File: config.mk
export PLATFORM = sky130hd
export DESIGN_NAME = adts_frame_deframer_flat
export DESIGN_NICKNAME = d
export VERILOG_FILES = /design/src/sv/adts_pkg.sv /design/src/sv/adts_if.sv /design/src/sv/adts_parse.sv /design/src/sv/adts_queue.sv /design/src/sv/adts_emit.sv /design/src/sv/adts_frame_deframer.sv /design/src/flat_wrapper.sv
export SDC_FILE = /design/constraint.sdc
export NUM_CORES = 1
export LEC_CHECK = 0
export BUFFER_PORTS_ARGS = -buffer_cell sky130_fd_sc_hd__buf_2
export CAP_MARGIN = 5
export CORE_MARGIN = 5
export CORE_UTILIZATION = 48
export DETAILED_ROUTE_END_ITERATION = 10
export PLACE_DENSITY = 0.67
export SETUP_SLACK_MARGIN = 0.05
export SYNTH_ARGS = -nofsm -noshare
export SYNTH_HDL_FRONTEND = slang
export SYNTH_SLANG_ARGS = --single-unit
export TNS_END_PERCENT = 50
File: constraint.sdc
create_clock -name clk -period 3.6 [get_ports clk]
set_input_delay 0.72 -clock clk [delete_from_list [all_inputs] [get_ports clk]]
set_output_delay 0.72 -clock clk [all_outputs]
set_load 0.005 [all_outputs]
File: src/sv/adts_pkg.sv
// Types and constants shared by the ADTS deframer modules.
// No dependencies.
package adts_pkg;

	localparam logic [7:0]  SYNC_BYTE    = 8'hFF;
	localparam logic [3:0]  SYNC_NIBBLE  = 4'hF;
	localparam logic [12:0] HEADER_LEN   = 13'd7;
	localparam logic [2:0]  HDR_LAST_CNT = 3'd6;
	localparam logic [2:0]  SYNC_CNT     = 3'd2;
	localparam int          QUEUE_DEPTH  = 4;
	localparam int          QUEUE_AW     = $clog2(QUEUE_DEPTH);

	typedef struct packed {
		logic [7:0]  payload_byte;
		logic        last_of_frame;
		logic [3:0]  rate_index;
		logic [2:0]  channel_config;
		logic [12:0] frame_payload_length;
	} result_t;

	typedef struct packed {
		logic full;
		logic empty;
	} queue_status_t;

endpackage

File: src/sv/adts_if.sv
// Valid/ready channel interfaces for the ADTS deframer: byte input, payload output.
// No dependencies.
interface adts_in_if;
	logic       valid;
	logic       ready;
	logic [7:0] data_byte;

	modport source (output valid, output data_byte, input ready);
	modport sink (input valid, input data_byte, output ready);
endinterface

interface adts_out_if;
	logic        valid;
	logic        ready;
	logic [7:0]  payload_byte;
	logic        last_of_frame;
	logic [3:0]  rate_index;
	logic [2:0]  channel_config;
	logic [12:0] frame_payload_length;

	modport source (output valid, output payload_byte, output last_of_frame,
		output rate_index, output channel_config, output frame_payload_length, input ready);
	modport sink (input valid, input payload_byte, input last_of_frame,
		input rate_index, input channel_config, input frame_payload_length, output ready);
endinterface

File: src/sv/adts_parse.sv
// Front end: sync hunt, header collection and payload tagging, one byte per cycle while take is high.
// Depends on adts_pkg.
module adts_parse import adts_pkg::*; (
	input  logic        clk,
	input  logic        arst_n,
	input  logic        take,
	input  logic [7:0]  data_byte,
	output logic        push,
	output result_t     push_data
);

	typedef enum logic [1:0] {
		PH_HUNT = 2'd0,
		PH_HEAD = 2'd1,
		PH_LOAD = 2'd2
	} phase_t;

	phase_t      phase_q;
	logic [2:0]  cnt_q;
	logic [31:0] hdr_q;
	logic [12:0] rem_q;
	logic [3:0]  rate_q;
	logic [2:0]  chan_q;
	logic [12:0] plen_q;

	logic [12:0] flen;
	logic        last;

	assign flen = hdr_q[17:5];
	assign last = (rem_q <= 13'd1);

	assign push = take && (phase_q == PH_LOAD);
	assign push_data = '{payload_byte: data_byte, last_of_frame: last, rate_index: rate_q,
		channel_config: chan_q, frame_payload_length: plen_q};

	always_ff @(posedge clk or negedge arst_n) begin
		if (!arst_n) begin
			phase_q <= PH_HUNT;
			cnt_q   <= '0;
			hdr_q   <= '0;
			rem_q   <= '0;
			rate_q  <= '0;
			chan_q  <= '0;
			plen_q  <= '0;
		end else if (take) begin
			unique case (phase_q)
				PH_HEAD: begin
					if (cnt_q == HDR_LAST_CNT) begin
						cnt_q <= '0;
						if (flen <= HEADER_LEN) begin
							phase_q <= PH_HUNT;
							hdr_q   <= '0;
						end else begin
							hdr_q   <= {hdr_q[23:0], data_byte};
							rate_q  <= hdr_q[29:26];
							chan_q  <= hdr_q[24:22];
							plen_q  <= flen - HEADER_LEN;
							rem_q   <= flen - HEADER_LEN;
							phase_q <= PH_LOAD;
						end
					end else begin
						hdr_q <= {hdr_q[23:0], data_byte};
						cnt_q <= cnt_q + 3'd1;
					end
				end
				PH_LOAD: begin
					if (last) begin
						rem_q   <= '0;
						phase_q <= PH_HUNT;
						cnt_q   <= '0;
						hdr_q   <= '0;
					end else begin
						rem_q <= rem_q - 13'd1;
					end
				end
				default: begin
					hdr_q <= {hdr_q[23:0], data_byte};
					if (hdr_q[7:0] == SYNC_BYTE && data_byte[7:4] == SYNC_NIBBLE) begin
						cnt_q   <= SYNC_CNT;
						phase_q <= PH_HEAD;
					end else begin
						cnt_q   <= '0;
						phase_q <= PH_HUNT;
					end
				end
			endcase
		end
	end

endmodule

File: src/sv/adts_queue.sv
// Four-entry result queue between the parser and the output stage.
// Depends on adts_pkg.
module adts_queue import adts_pkg::*; (
	input  logic          clk,
	input  logic          arst_n,
	input  logic          push,
	input  result_t       push_data,
	input  logic          pop,
	output result_t       head,
	output queue_status_t status
);

	result_t             mem_q [QUEUE_DEPTH];
	logic [QUEUE_AW-1:0] wr_ptr_q;
	logic [QUEUE_AW-1:0] rd_ptr_q;
	logic [QUEUE_AW:0]   count_q;

	assign status.full  = (count_q == (QUEUE_AW+1)'(QUEUE_DEPTH));
	assign status.empty = (count_q == '0);
	assign head = mem_q[rd_ptr_q];

	always_ff @(posedge clk) begin
		if (push) begin
			mem_q[wr_ptr_q] <= push_data;
		end
	end

	always_ff @(posedge clk or negedge arst_n) begin
		if (!arst_n) begin
			wr_ptr_q <= '0;
			rd_ptr_q <= '0;
			count_q  <= '0;
		end else begin
			if (push) begin
				wr_ptr_q <= wr_ptr_q + 1'b1;
			end
			if (pop) begin
				rd_ptr_q <= rd_ptr_q + 1'b1;
			end
			case ({push, pop})
				2'b10:   count_q <= count_q + 1'b1;
				2'b01:   count_q <= count_q - 1'b1;
				default: count_q <= count_q;
			endcase
		end
	end

endmodule

File: src/sv/adts_emit.sv
// Back end: output register that drains the result queue onto the output channel.
// Depends on adts_pkg.
module adts_emit import adts_pkg::*; (
	input  logic          clk,
	input  logic          arst_n,
	input  result_t       head,
	input  queue_status_t status,
	output logic          pop,
	input  logic          out_ready,
	output logic          out_valid,
	output result_t       out_data
);

	logic    valid_q;
	result_t data_q;

	assign pop       = !status.empty && (!valid_q || out_ready);
	assign out_valid = valid_q;
	assign out_data  = data_q;

	always_ff @(posedge clk or negedge arst_n) begin
		if (!arst_n) begin
			valid_q <= 1'b0;
		end else if (!valid_q || out_ready) begin
			valid_q <= !status.empty;
		end
	end

	always_ff @(posedge clk) begin
		if (pop) begin
			data_q <= head;
		end
	end

endmodule

File: src/sv/adts_frame_deframer.sv
// ADTS deframer: takes one stream byte per cycle and, after a byte-aligned 0xFFF sync and a
// fixed 7-byte header, passes the frame's payload bytes out tagged with the sampling rate
// index, channel configuration and payload length of that frame. Input ready stays high
// except when the four-entry result queue is full, so one byte is accepted every cycle for
// as long as the output side keeps taking results. A payload byte passes through the result
// queue and the output register, and is held there while the output is stalled. Frames
// whose length field is 7 or less are dropped and the sync hunt restarts.
// Depends on adts_pkg and adts_if.
module adts_frame_deframer import adts_pkg::*; (
	input  logic        clk,
	input  logic        arst_n,
	adts_in_if.sink     byte_in,
	adts_out_if.source  pay_out
);

	logic          push;
	result_t       push_data;
	logic          pop;
	result_t       head;
	queue_status_t status;
	logic          take;
	result_t       out_data;

	assign byte_in.ready = !status.full;
	assign take = byte_in.valid && !status.full;

	adts_parse u_parse (
		.clk       (clk),
		.arst_n    (arst_n),
		.take      (take),
		.data_byte (byte_in.data_byte),
		.push      (push),
		.push_data (push_data)
	);

	adts_queue u_queue (
		.clk       (clk),
		.arst_n    (arst_n),
		.push      (push),
		.push_data (push_data),
		.pop       (pop),
		.head      (head),
		.status    (status)
	);

	adts_emit u_emit (
		.clk       (clk),
		.arst_n    (arst_n),
		.head      (head),
		.status    (status),
		.pop       (pop),
		.out_ready (pay_out.ready),
		.out_valid (pay_out.valid),
		.out_data  (out_data)
	);

	assign pay_out.payload_byte         = out_data.payload_byte;
	assign pay_out.last_of_frame        = out_data.last_of_frame;
	assign pay_out.rate_index           = out_data.rate_index;
	assign pay_out.channel_config       = out_data.channel_config;
	assign pay_out.frame_payload_length = out_data.frame_payload_length;

endmodule

File: src/flat_wrapper.sv
// flat-port wrapper written by rule: the top's interface ports become plain ports
module adts_frame_deframer_flat import adts_pkg::*;
  (clk, arst_n, byte_in_valid, byte_in_data_byte, byte_in_ready, pay_out_valid, pay_out_payload_byte, pay_out_last_of_frame, pay_out_rate_index, pay_out_channel_config, pay_out_frame_payload_length, pay_out_ready);
  adts_in_if byte_in_i ();
  adts_out_if pay_out_i ();
  input  logic clk;
  input  logic arst_n;
  input wire logic [$bits(byte_in_i.valid)-1:0] byte_in_valid;
  input wire logic [$bits(byte_in_i.data_byte)-1:0] byte_in_data_byte;
  output wire logic [$bits(byte_in_i.ready)-1:0] byte_in_ready;
  output wire logic [$bits(pay_out_i.valid)-1:0] pay_out_valid;
  output wire logic [$bits(pay_out_i.payload_byte)-1:0] pay_out_payload_byte;
  output wire logic [$bits(pay_out_i.last_of_frame)-1:0] pay_out_last_of_frame;
  output wire logic [$bits(pay_out_i.rate_index)-1:0] pay_out_rate_index;
  output wire logic [$bits(pay_out_i.channel_config)-1:0] pay_out_channel_config;
  output wire logic [$bits(pay_out_i.frame_payload_length)-1:0] pay_out_frame_payload_length;
  input wire logic [$bits(pay_out_i.ready)-1:0] pay_out_ready;
  assign byte_in_i.valid = byte_in_valid;
  assign byte_in_i.data_byte = byte_in_data_byte;
  assign byte_in_ready = byte_in_i.ready;
  assign pay_out_valid = pay_out_i.valid;
  assign pay_out_payload_byte = pay_out_i.payload_byte;
  assign pay_out_last_of_frame = pay_out_i.last_of_frame;
  assign pay_out_rate_index = pay_out_i.rate_index;
  assign pay_out_channel_config = pay_out_i.channel_config;
  assign pay_out_frame_payload_length = pay_out_i.frame_payload_length;
  assign pay_out_i.ready = pay_out_ready;
  adts_frame_deframer u_core (.clk(clk), .arst_n(arst_n), .byte_in(byte_in_i), .pay_out(pay_out_i));
endmodule
**Word level (Yosys, flattened, before mapping)**

Memories as Yosys holds them, arrays and structs flattened. A register that Yosys moved wholly into a read port is not among the register bits.
Cells that the tools add are included.

- Bits in registers: 76
- RAM bits: 116
- Bits of input ports: 12
- Output and inout port bits: 31
- Logic and storage cells: 68
- Memories: 1

Memories:

| name | words | bits a word | read ports | clocked after Yosys merged registers in | write ports | line | text |
|---|---|---|---|---|---|---|---|
| u_core.u_queue.mem_q | 4 | 29 | 1 | 1 | 1 | adts_queue.sv:13 | `result_t mem_q [QUEUE_DEPTH];` |

- Add/subtract/negate cells: 7
- $lt $le $gt $ge: 2
- Eq/ne operators: 11
- Multiplexer cells: 20
- Bitwise gates (word level): 1
- Reductions and logical operators: 15

Operator list:

| operator | count |
|---|---|
| 30-bit two-way mux | 3 |
| 30-bit one-hot mux with 2 select lines | 1 |
| 13-bit two-way mux | 3 |
| 13-bit one-hot mux with 2 select lines | 1 |
| 13-bit by 1-bit less-or-equal comparator with 1-bit output (second input constant) | 1 |
| 13-bit by 3-bit less-or-equal comparator with 1-bit output (second input constant) | 1 |
| 13-bit by 1-bit subtractor with 13-bit output (second input constant) | 1 |
| 13-bit by 3-bit subtractor with 13-bit output (second input constant) | 1 |
| 3-bit one-hot mux with 2 select lines | 2 |
| 8-bit equality test (second input constant) | 1 |
| 2-bit two-way mux | 4 |
| 4-bit AND reduction | 2 |
| 3-bit by 1-bit adder with 3-bit output (second input constant) | 2 |
| 3-bit equality test (second input constant) | 2 |
| 3-bit two-way mux | 2 |
| 2-bit inequality test (second input constant) | 3 |
| 2-bit by 1-bit adder with 2-bit output (second input constant) | 2 |
| 2-bit by 1-bit equality test with 1-bit output (second input constant) | 2 |
| 2-bit equality test (second input constant) | 2 |
| 4-bit equality test (second input constant) | 1 |
| 1-bit logical AND | 4 |
| 2-bit one-hot mux with 2 select lines | 1 |
| 2-bit nonzero test | 2 |
| 1-bit logical NOT | 3 |
| other kinds (7) | 9 |

**Logic depth before layout (Yosys ltp)**

Gate-level depths: netlist of the first run.

- Depth after elaboration: 6
- Mapped depth: 10
- Mapped depth without buffers: 9

**Modules after synthesis**

A second synthesis of the first run with hierarchy kept.

- Cell total of the unflattened synthesis: 583
- Area total of the unflattened synthesis: 9,140.0 sq um

Modules (own cells, without submodules):

| module | times used | cells each | area each (sq um) | sequential area each (sq um) |
|---|---|---|---|---|
| adts_queue | 1 | 187 | 4,583.1 | 3,658.5 |
| adts_parse | 1 | 360 | 3,626.0 | 1,676.6 |
| adts_emit | 1 | 34 | 920.9 | 895.9 |
| adts_frame_deframer | 1 | 2 | 10.0 | 0.0 |

**Worst setup path after synthesis of the first run**

No wires, ideal clock.

- Kind: in2reg
- Start: input port pay_out_ready
- End: register u_core.u_queue.count_q[2]
- Library setup time: 0.079 ns
- Arrival: 3.553 ns
- Data required time: 3.521 ns
- Slack: -0.032 ns
- Stages: 8
- Path buffers: 0
- Cell sequence: inv_1 a21oi_1 ha_1 inv_1 fa_1 xor2_1 nor2_1 xor2_1

- Cells in the longest elaborated chain, start to end: 4
- Elaborated cells between the ends (all ways): 6
- Those cells by class: eq/ne (2); mux (1); reduce/logical (3)

RTL lines:

| item | line | text |
|---|---|---|
| from (decl) | flat_wrapper.sv:17 | `input wire logic [$bits(pay_out_i.ready)-1:0] pay_out_ready;` |
| 1-bit logical OR (*) | adts_emit.sv:17 | `assign pop = !status.empty && (!valid_q \|\| out_ready);` |
| 1-bit logical AND (*) | adts_emit.sv:17 |  |
| named net u_core.pop | adts_frame_deframer.sv:18 | `logic pop;` |
| 2-bit by 1-bit equality test with 1-bit output / 2-bit equality test (equally long branches) | adts_queue.sv:40 | `case ({push, pop})` |
| 3-bit one-hot mux with 2 select lines / 2-bit nonzero test (equally long branches) | n/a |  |
| to (signal assigned) | adts_queue.sv:41 | `2'b10: count_q <= count_q + 1'b1;` |
| to (signal assigned) | adts_queue.sv:42 | `2'b01: count_q <= count_q - 1'b1;` |
| to (signal assigned) | adts_queue.sv:43 | `default: count_q <= count_q;` |
| to (decl) | adts_queue.sv:16 | `logic [QUEUE_AW:0] count_q;` |

The timed path passes the listed nets; every way through them passes the cells marked *.
A chain may end at the register's enable or synchronous reset.

**Worst setup path after layout of the first run**

- Start: register u_core.u_parse.rem_q[9]
- End: register u_core.u_parse.hdr_q[27]

- Cells in the longest elaborated chain, start to end: 3

RTL lines:

| item | line | text |
|---|---|---|
| from (decl) | adts_parse.sv:21 | `logic [12:0] rem_q;` |
| from (signal assigned) | adts_parse.sv:58 | `rem_q <= flen - HEADER_LEN;` |
| from (signal assigned) | adts_parse.sv:73 | `rem_q <= rem_q - 13'd1;` |
| 13-bit by 1-bit less-or-equal comparator with 1-bit output | adts_parse.sv:30 | `assign last = (rem_q <= 13'd1);` |
| 2-bit inequality test (no source line) | n/a |  |
| 2-bit AND reduction (no source line) | n/a |  |
| to (signal assigned) | adts_parse.sv:54 | `hdr_q <= {hdr_q[23:0], data_byte};` |
| to (signal assigned) | adts_parse.sv:62 | `hdr_q <= {hdr_q[23:0], data_byte};` |
| to (signal assigned) | adts_parse.sv:77 | `hdr_q <= {hdr_q[23:0], data_byte};` |
| to (decl) | adts_parse.sv:20 | `logic [31:0] hdr_q;` |

Every way passes these cells.

==> results of run 1 <==
==> cells in the final DEF, fill, tap and decap left out, types with 6 or more instances in the layout <==
master	count
mux4_2	29
a22o_1	33
mux2_2	13
clkbuf_16	23
nor4_1	6
edfxtp_1	145
nand2_1	21
dfrtp_1	74
o21ai_0	28
ha_1	10
buf_4	11
nor2_1	18
clkbuf_1	8
inv_1	14
nor3_1	12
xnor2_1	9
xor2_1	6
buf_2	42
a21oi_1	11
==> layout make-up <==
cell class / instances / share of cell area (%)
multi-input combinational: 263 / 23.4
sequential: 220 / 62.9
inverter: 14 / 0.530
clock buffer: 35 / 6.66
tap: 229 / 2.89
timing repair buffer: 54 / 3.16
clock inverter: 5 / 0.467
==> power by group through the flow <==
stage / logic (uW) / clock network (uW) / registers, uW
2_1_floorplan: 975 / 0 / 3200
3_3_place_gp: 1150 / 0 / 3410
3_5_place_dp: 1190 / 0 / 3420
4_1_cts: 1200 / 2240 / 3370
5_1_grt: 1300 / 2360 / 3410
6_report: 1180 / 2190 / 3360
==> registers in the layout (all words and copies together), names as in the netlist, 3 cells and up <==
| register | cells |
|---|---|
| u_core.u_queue.mem_q | 116 |
| u_core.u_emit.out_data | 29 |
| u_core.u_parse.hdr_q | 29 |
| u_core.u_parse.plen_q | 13 |
| u_core.u_parse.rem_q | 13 |
| u_core.u_parse.rate_q | 4 |
| u_core.u_parse.chan_q | 3 |
| u_core.u_parse.cnt_q | 3 |
| u_core.u_queue.count_q | 3 |
==> cells in the mapped netlist, types with 9 or more instances <==
cell type,instances
o21ai_0,28
a21oi_1,12
mux4_2,29
nor3_1,12
ha_1,10
nor2_1,19
inv_1,14
buf_2,11
clkbuf_1,12
dfrtp_1,75
nand2_1,21
a22o_1,33
mux2_2,13
edfxtp_1,145
xnor2_1,9
==> worst paths after layout <==
check | depth (start not counted) | end
worst min-delay path | 1 | u_core.u_queue.count_q[1]
worst max register to register | 5 | u_core.u_parse.hdr_q[27]
worst max-delay path | 5 | u_core.u_parse.hdr_q[27]
worst min register to register | 1 | u_core.u_queue.count_q[2]
max in group asynchronous | 2 | u_core.u_queue.rd_ptr_q[0]
min in group clk | 2 | u_core.u_emit.out_valid
==> cells by family after synthesis <==
group | count (synthesis) | synth area share, %
compound gates | 102 | 8.14
simple gates | 92 | 5.80
mux | 43 | 9.33
fa+ha+maj | 11 | 1.66
buf+inv | 42 | 2.22
flops | 220 | 71.3
xor+xnor | 15 | 1.50
==> worst reg2reg max path: cells and delay by family, from the launching register on <==
kind,cells,cell delay [ns]
AND/OR/NAND/NOR,3,1.47
flip-flops,1,0.41
AO/OA/AOI/OAI,2,0.91
==> routing by layer <==
layer	GRT usage (%)	vias to the layer above	wire length (um)
met5	0	-	0
met1	22.4	2405	7100
met4	4.32	0	250
li1	-	2147	-
met2	25.0	126	7730
met3	2.04	17	781
==> per-stage QoR <==
stage	power (uW)	setup slack, ns
floorplan	4170	0.714
global placement	4570	0.930
detailed placement	4610	0.797
CTS	6810	0.778
global route	7070	0.507
finish	6740	0.745
==> results.cfg, run 1 <==
[outcome]
status = finished clean

[cells_and_area]
area_delta_synth_final_pct = 13.5
final_layout_size_suffix_gt1_share_pct = 23.4
layout.nets = 598
regArea_sq_um = 6230
final_core_util_pct = 55.2
n_antenna_cell = 0
fill_cells = 1393
stdcell_count = 820
finalInstanceArea_sq_um = 9910
multi_input_area_sq_um = 2320

[setup_path]
path_class = reg2reg
cp_num_buf_inv = 0
regToRegStartpoint = u_core.u_parse.rem_q[9]
path_delay_family = simple AND/OR/NAND/NOR gates
end_kind = flop
worstSetupStartpointType = flop
critPathMaxStageDelay_ns = 0.88
startpoint = u_core.u_parse.rem_q[9]
critPathRequiredTime_ns = 4.01
critPathSlowestCell = nor2_2
r2r_slack_ns = 0.75
crit_fanout = 29
worst_ep_arrival_time_ns = 3.27
crit_chain = nor4_2 -> a41o_1 -> nand2_2 -> nor2_2 -> a22o_1

[synth]
async_flop_share_pct = 34.1
yosys.area.top_type_share_pct = 49.9
synth-edff-count = 145
yosys.area.top_type = edfxtp_1
syn_area_sq_um = 8730
syn_nets = 548
synthTopCellsByArea = edfxtp_1, dfrtp_1, mux4_2
yosys_warnings = 0
synth_flop_cell = edfxtp_1
synth_cells = 525
synth_cell_type_count = 57
seq_area_frac_synth_pct = 71.3
avgSynthCellArea_sq_um = 16.6
ys_ff_latch = 220

[routing]
wl_per_cell_um = 19.3
vias = 4695
drt_wl_total_mm = 15.9
routed_via_density = 5.73
ant_nets = 0
dr.pass1.iters = 5
first_iter_violations = 271
drc = 0

[floorplan]
placementRows = 49
die_h_um = 145
start_util_pct = 48.6
die_w_um = 145
core_sq_um = 18000
ios = 43
die-area_sq_um = 21000

[cts]
htreeDepth = 1
cts_setup_buffers = 0
cts_made_buffers = 22
clk_latency_ns = 0.48
cts_resized = 0
clkTransAtPathRegs_ns = 0.06
root_buffer = clkbuf_16
cts_tree = built
cts.path.max_buffers = 3
clkSinkCount = 220
cts_hold_buf = 0

[global_routing]
grt_overflow = 0
grt_pass1_wl_mm = 25.6
grt_usage_pct = 15.5
antenna_found_initial = 0
grt_max_degree = 72
grt_pass1_vias = 4695

[hold_path]
hold_class = in2async

[placed_design]
dpl_cell_area_sq_um = 9210
io_buffers = 42
gp_congestion = 0.815
dp.cells = 780
dp_hpwl_mm = 9.80

[pwr]
power_switching_uw = 1840
power_frac_seq_pct = 49.9
p_leak_uw = 0.00400
p_comb_share_pct = 17.6
power_density_nw_per_um2 = 680
vdd_drop_max_uv = 312
switching_share_pct = 27.4
intPower_uw = 4890
pwr-share-clk_pct = 32.5

[sta]
worst_pin_slew_ns = 1.15
report.final.slew_viol_count = 0
setup_viol = 0
final.period_utilization_pct = 79.3
min_period_ns = 2.85
maxSlewHeadroom_pct = 23.4
skew_ns = 0.0100
hold_viol = 0
fmax_mhz = 350
setup_tns_ns = 0
rsz0062_at_grt = no
whs_ns = 0.0469

[job]
maxCapViolations = 0
No activity file was read; power rests on OpenSTA's default activity.
==> run 2, diff against run 1 <==
ABC_AREA = 1   (was default)
PLACE_DENSITY = 0.69   (was 0.67)
clock period = 2.4 ns   (was 3.6 ns; I/O delays follow)
==> results.cfg, run 2 <==
[routing]
wl_per_cell_um = 15.7
ant_nets = 0
first_iter_violations = 509
dr.pass1.iters = 5
routed_via_density = 5.15
drt_wl_total_mm = 18.4
drc = 0
vias = 6051

[synth]
synth_cells = 851
synth_flop_cell = edfxtp_1
synthTopCellsByArea = edfxtp_1, dfrtp_1, nand2_1
yosys.area.top_type_share_pct = 47.1
synth-edff-count = 145
syn_nets = 874
seq_area_frac_synth_pct = 67.4
async_flop_share_pct = 34.1
ys_top_cells_by_count = nand2_1, edfxtp_1, nor2_1, o21ai_0, dfrtp_1
avgSynthCellArea_sq_um = 10.9
yosys.area.top_type = edfxtp_1
synth_most_common_cell = nand2_1
synth_cell_type_count = 32
ys_ff_latch = 220
syn_area_sq_um = 9250
yosys_warnings = 0

[global_routing]
grt_usage_pct = 16.8
grt_pass1_wl_mm = 30.0
grt_overflow = 0
grt_max_degree = 60
antenna_found_initial = 0
grt_pass1_vias = 5803

[cells_and_area]
layout.nets = 921
final_layout_size_suffix_gt1_share_pct = 13.4
area_delta_synth_final_pct = 13.4
regArea_sq_um = 6230
stdcell_count = 1175
final_core_util_pct = 55.7
multi_input_area_sq_um = 2660
top_register = u_core.u_queue.mem_q
mostFrequentLayoutCells = nand2_1, edfxtp_1, nor2_1
n_antenna_cell = 0
largest_register_ffs = 116
fill_cells = 1567
layout_commonest_cell = nand2_1

[placed_design]
dp_hpwl_mm = 11.6
gp_congestion = 0.884
post-place-ws_ns = 0.428
io_buffers = 42
dp.cells = 1132

[sta]
setup_viol = 0
min_period_ns = 1.96
final.period_utilization_pct = 81.8
hold_viol = 0
skew_ns = 0.00937
rsz0062_at_grt = no
finalWorstSetupSlack_ns = 0.436
setup_tns_ns = 0
fmax_mhz = 509
maxSlewHeadroom_pct = 57.1
report.final.slew_viol_count = 0
whs_ns = 0.234
worst_pin_slew_ns = 0.642

[floorplan]
die-area_sq_um = 22100
die_w_um = 149
core_sq_um = 18800
ios = 43
start_util_pct = 49.1
die_h_um = 149
placementRows = 50

[setup_path]
worst_ep_arrival_time_ns = 2.34
critPathRequiredTime_ns = 2.78
worstSetupStartpointType = flop
path_class = reg2reg
r2r_slack_ns = 0.44
end_kind = flop
crit_fanout = 29

[job]
maxCapViolations = 0

[pwr]
vdd_drop_max_uv = 414
p_leak_uw = 0.00445
power_density_nw_per_um2 = 734

[outcome]
status = finished clean

[cts]
htreeDepth = 1
cts_resized = 0
clkSinkCount = 220
clkTransAtPathRegs_ns = 0.06
clk_latency_ns = 0.50
cts.path.max_buffers = 3
cts_made_buffers = 23
root_buffer = clkbuf_16
cts_tree = built

[hold_path]
hold_class = in2reg
[run 2: worst paths after layout]
path,startpoint,to,cells after the start
worst min register to register,u_core.u_parse.hdr_q[24],u_core.u_parse.hdr_q[24],2
worst max register to register,u_core.u_parse.hdr_q[5],u_core.u_parse.hdr_q[13],8
max in group asynchronous,arst_n,u_core.u_queue.count_q[0],3
worst max-delay path,u_core.u_parse.hdr_q[5],u_core.u_parse.hdr_q[13],8
worst min-delay path,byte_in_data_byte[0],u_core.u_queue.mem_q[3][21],1
min in group asynchronous,arst_n,u_core.u_parse.hdr_q[12],2
[run 2: layout make-up]
class / instances / share of cell area, %
clock buffer: 29 / 5.90
timing repair buffer: 59 / 3.99
multi-input combinational: 552 / 25.3
clock inverter: 13 / 0.752
sequential: 220 / 59.4
tap: 260 / 3.10
inverter: 42 / 1.50
[run 2: metrics by stage]
stage	power (uW)	cell area [sq um]
2_1_floorplan	4390	9250
3_3_place_gp	4530	9780
3_5_place_dp	4530	9780
4_1_cts	7750	10500
5_1_grt	8000	10500
6_report	7690	10500
[run 2: routing by layer]
metal	global-route usage [%]	routed length, um	vias to the layer above
li1	-	-	2983
met1	23.2	8180	2904
met2	28.1	8900	129
met3	2.43	936	35
met4	4.90	421	0
met5	0	0	-
[run 2: worst max-delay path, stage by stage (launching register included)]
cell	delay (ns)
dfrtp_1	0.50
ha_1	0.26
nand3_1	0.09
nor2_1	0.11
nand2_1	0.09
nand3_4	0.11
nand2_2	0.37
nand3_1	0.23
nand2_1	0.07
[run 2: timing repair]
action,4_1_cts,5_1_grt
hold buffers,1,0
endpoints found under the hold margin,24,0
setup buffers,0,0
endpoints found under the setup margin,0,0
[run 2: report_power, final]
part / total [uW] / switching, uW / internal (uW)
Combinational: 315 / 214 / 101
Clock: 3240 / 1400 / 1830
Sequential: 4140 / 67.2 / 4070
Total: 7690 / 1680 / 6010
[run 2: cells by family (layout without fill, tap and decap cells)]
group	count (synthesis)	in the layout	synth area share, %
AND/OR/NAND/NOR	411	411	18.8
flip-flops	220	220	67.4
AO/OA/AOI/OAI	116	116	6.92
buffers and inverters	79	143	3.99
XOR/XNOR	14	14	1.33
adder cells (fa/ha/maj)	11	11	1.57
==> run 3, diff against run 2 <==
clock period = 1.7 ns   (was 2.4 ns; I/O delays follow)
==> results.cfg, run 3 (same netlist as run 2, synthesis figures left out) <==
[outcome]
status = complete, but fails checks
violations = negative setup slack

[placed_design]
io_buffers = 42
dp_hpwl_mm = 12.2
gp_congestion = 0.861
post-place-ws_ns = -0.103

[cts]
clkSinkCount = 220
cts_tree = built
clk_latency_ns = 0.50
htreeDepth = 1
cts_made_buffers = 23
cts.path.max_buffers = 3
clkTransAtPathRegs_ns = 0.06
root_buffer = clkbuf_16

[global_routing]
antenna_found_initial = 0
grt_use_met1_pct = 23.7
grt_pass1_wl_mm = 30.6
grt_usage_pct = 17.2
grt_pass1_vias = 5986
grt_max_degree = 76
grtUsageMet3_pct = 2.40
grt_overflow = 0
grt_use_met2_pct = 29.0
busiest_layer = met2

[setup_path]
worstSetupStartpointType = flop
crit_fanout = 3
end_kind = flop
critPathRequiredTime_ns = 2.12
path_class = reg2reg
worst_ep_arrival_time_ns = 2.17

[floorplan]
core_sq_um = 18800
die_h_um = 149
start_util_pct = 49.1
placementRows = 50
die_w_um = 149
ios = 43
die-area_sq_um = 22100

[cells_and_area]
largest_register_ffs = 116
final_core_util_pct = 60.0
layout_commonest_cell = nand2_1
n_antenna_cell = 0
layout.nets = 976
final_layout_size_suffix_gt1_share_pct = 22.3
area_delta_synth_final_pct = 22.3
top_register = u_core.u_queue.mem_q
mostFrequentLayoutCells = nand2_1, edfxtp_1, nor2_1

[pwr]
intPower_uw = 9000
vdd_drop_max_uv = 678
power_frac_seq_pct = 51.5
p_total_uw = 11400
switching_share_pct = 20.9
power_density_nw_per_um2 = 1010
p_comb_share_pct = 4.8
p_leak_uw = 0.00482
pwr-share-clk_pct = 43.7
power_switching_uw = 2380

[routing]
first_iter_violations = 432
ant_nets = 0
vias = 6332
dr.pass1.iters = 5
wl_per_cell_um = 15.5
drt_wl_total_mm = 19.0
drc = 0
routed_via_density = 5.15

[sta]
maxSlewHeadroom_pct = 70.7
skew_ns = 0.0147
finalWorstSetupSlack_ns = -0.0483
setup_viol = 2
min_period_ns = 1.75
rsz0062_at_grt = yes
worst_pin_slew_ns = 0.439
setup_tns_ns = -0.0710
fmax_mhz = 572
report.final.slew_viol_count = 0
final.period_utilization_pct = 103
hold_viol = 0

[job]
maxCapViolations = 0

[hold_path]
hold_class = in2reg
==> run 3: power groups by stage <==
stage                     Combinational, uW  Sequential (uW)  Clock [uW]
after floorplan                         286             5920           0
after global placement                  474             5940           0
after detailed placement                477             5950           0
after CTS                               485             5840        5050
after global routing                    617             5860        5340
final                                   549             5850        4970
==> run 3: stage by stage <==
step / cells / hold slack, ns / instance area, sq um
after floorplan: 851 / 0.0444 / 9340
after global placement: 1168 / 0.400 / 10200
after detailed placement: 1168 / 0.398 / 10200
after CTS: 1216 / 0.0685 / 11100
after global routing: 1230 / 0.0712 / 11300
final: 1230 / 0.0751 / 11300
==> run 3: layout make-up <==
type / instances / area (sq um)
clock buffer: 34 / 667
clock inverter: 8 / 100
fill: 1489 / 7530
inverter: 42 / 185
multi-input combinational: 552 / 2820
sequential: 220 / 6240
tap: 260 / 325
timing repair buffer: 114 / 967
==> run 3: worst max-delay path, stage by stage, from the launching register on <==
cell	delay, ns
dfrtp_1	0.42
o31ai_2	0.29
bufinv_8	0.23
ha_4	0.14
inv_2	0.05
fa_2	0.41
o21ai_1	0.12
==> run 3: worst paths after layout <==
check / slack (ns) / cells after the start / from / to
setup / recovery: -0.05 / 6 / u_core.u_queue.count_q[1] / u_core.u_queue.count_q[1]
hold / removal: 0.08 / 1 / byte_in_data_byte[3] / u_core.u_queue.mem_q[3][24]
setup reg to reg: -0.05 / 6 / u_core.u_queue.count_q[1] / u_core.u_queue.count_q[1]
hold reg to reg: 0.49 / 2 / u_core.u_parse.hdr_q[21] / u_core.u_parse.hdr_q[21]
max in group asynchronous: 0.95 / 3 / arst_n / u_core.u_parse.rem_q[6]
min in group asynchronous: 0.38 / 3 / arst_n / u_core.u_parse.hdr_q[12]
==> run 3: layer usage <==
| layer | part of all wire [%] | up-vias |
|---|---|---|
| li1 | - | 3102 |
| met2 | 48 | 164 |
| met3 | 5.0 | 33 |
| met5 | 0 | - |
| met1 | 45 | 3033 |
| met4 | 2.2 | 0 |
==> run 3: what timing repair did <==
action,CTS,global route
endpoints found under the hold margin,75,0
pin swaps,4,7
setup endpoints to repair,29,122
hold buffers,1,0
cloned,0,1
setup buffers,5,13
gates resized for setup,5,42
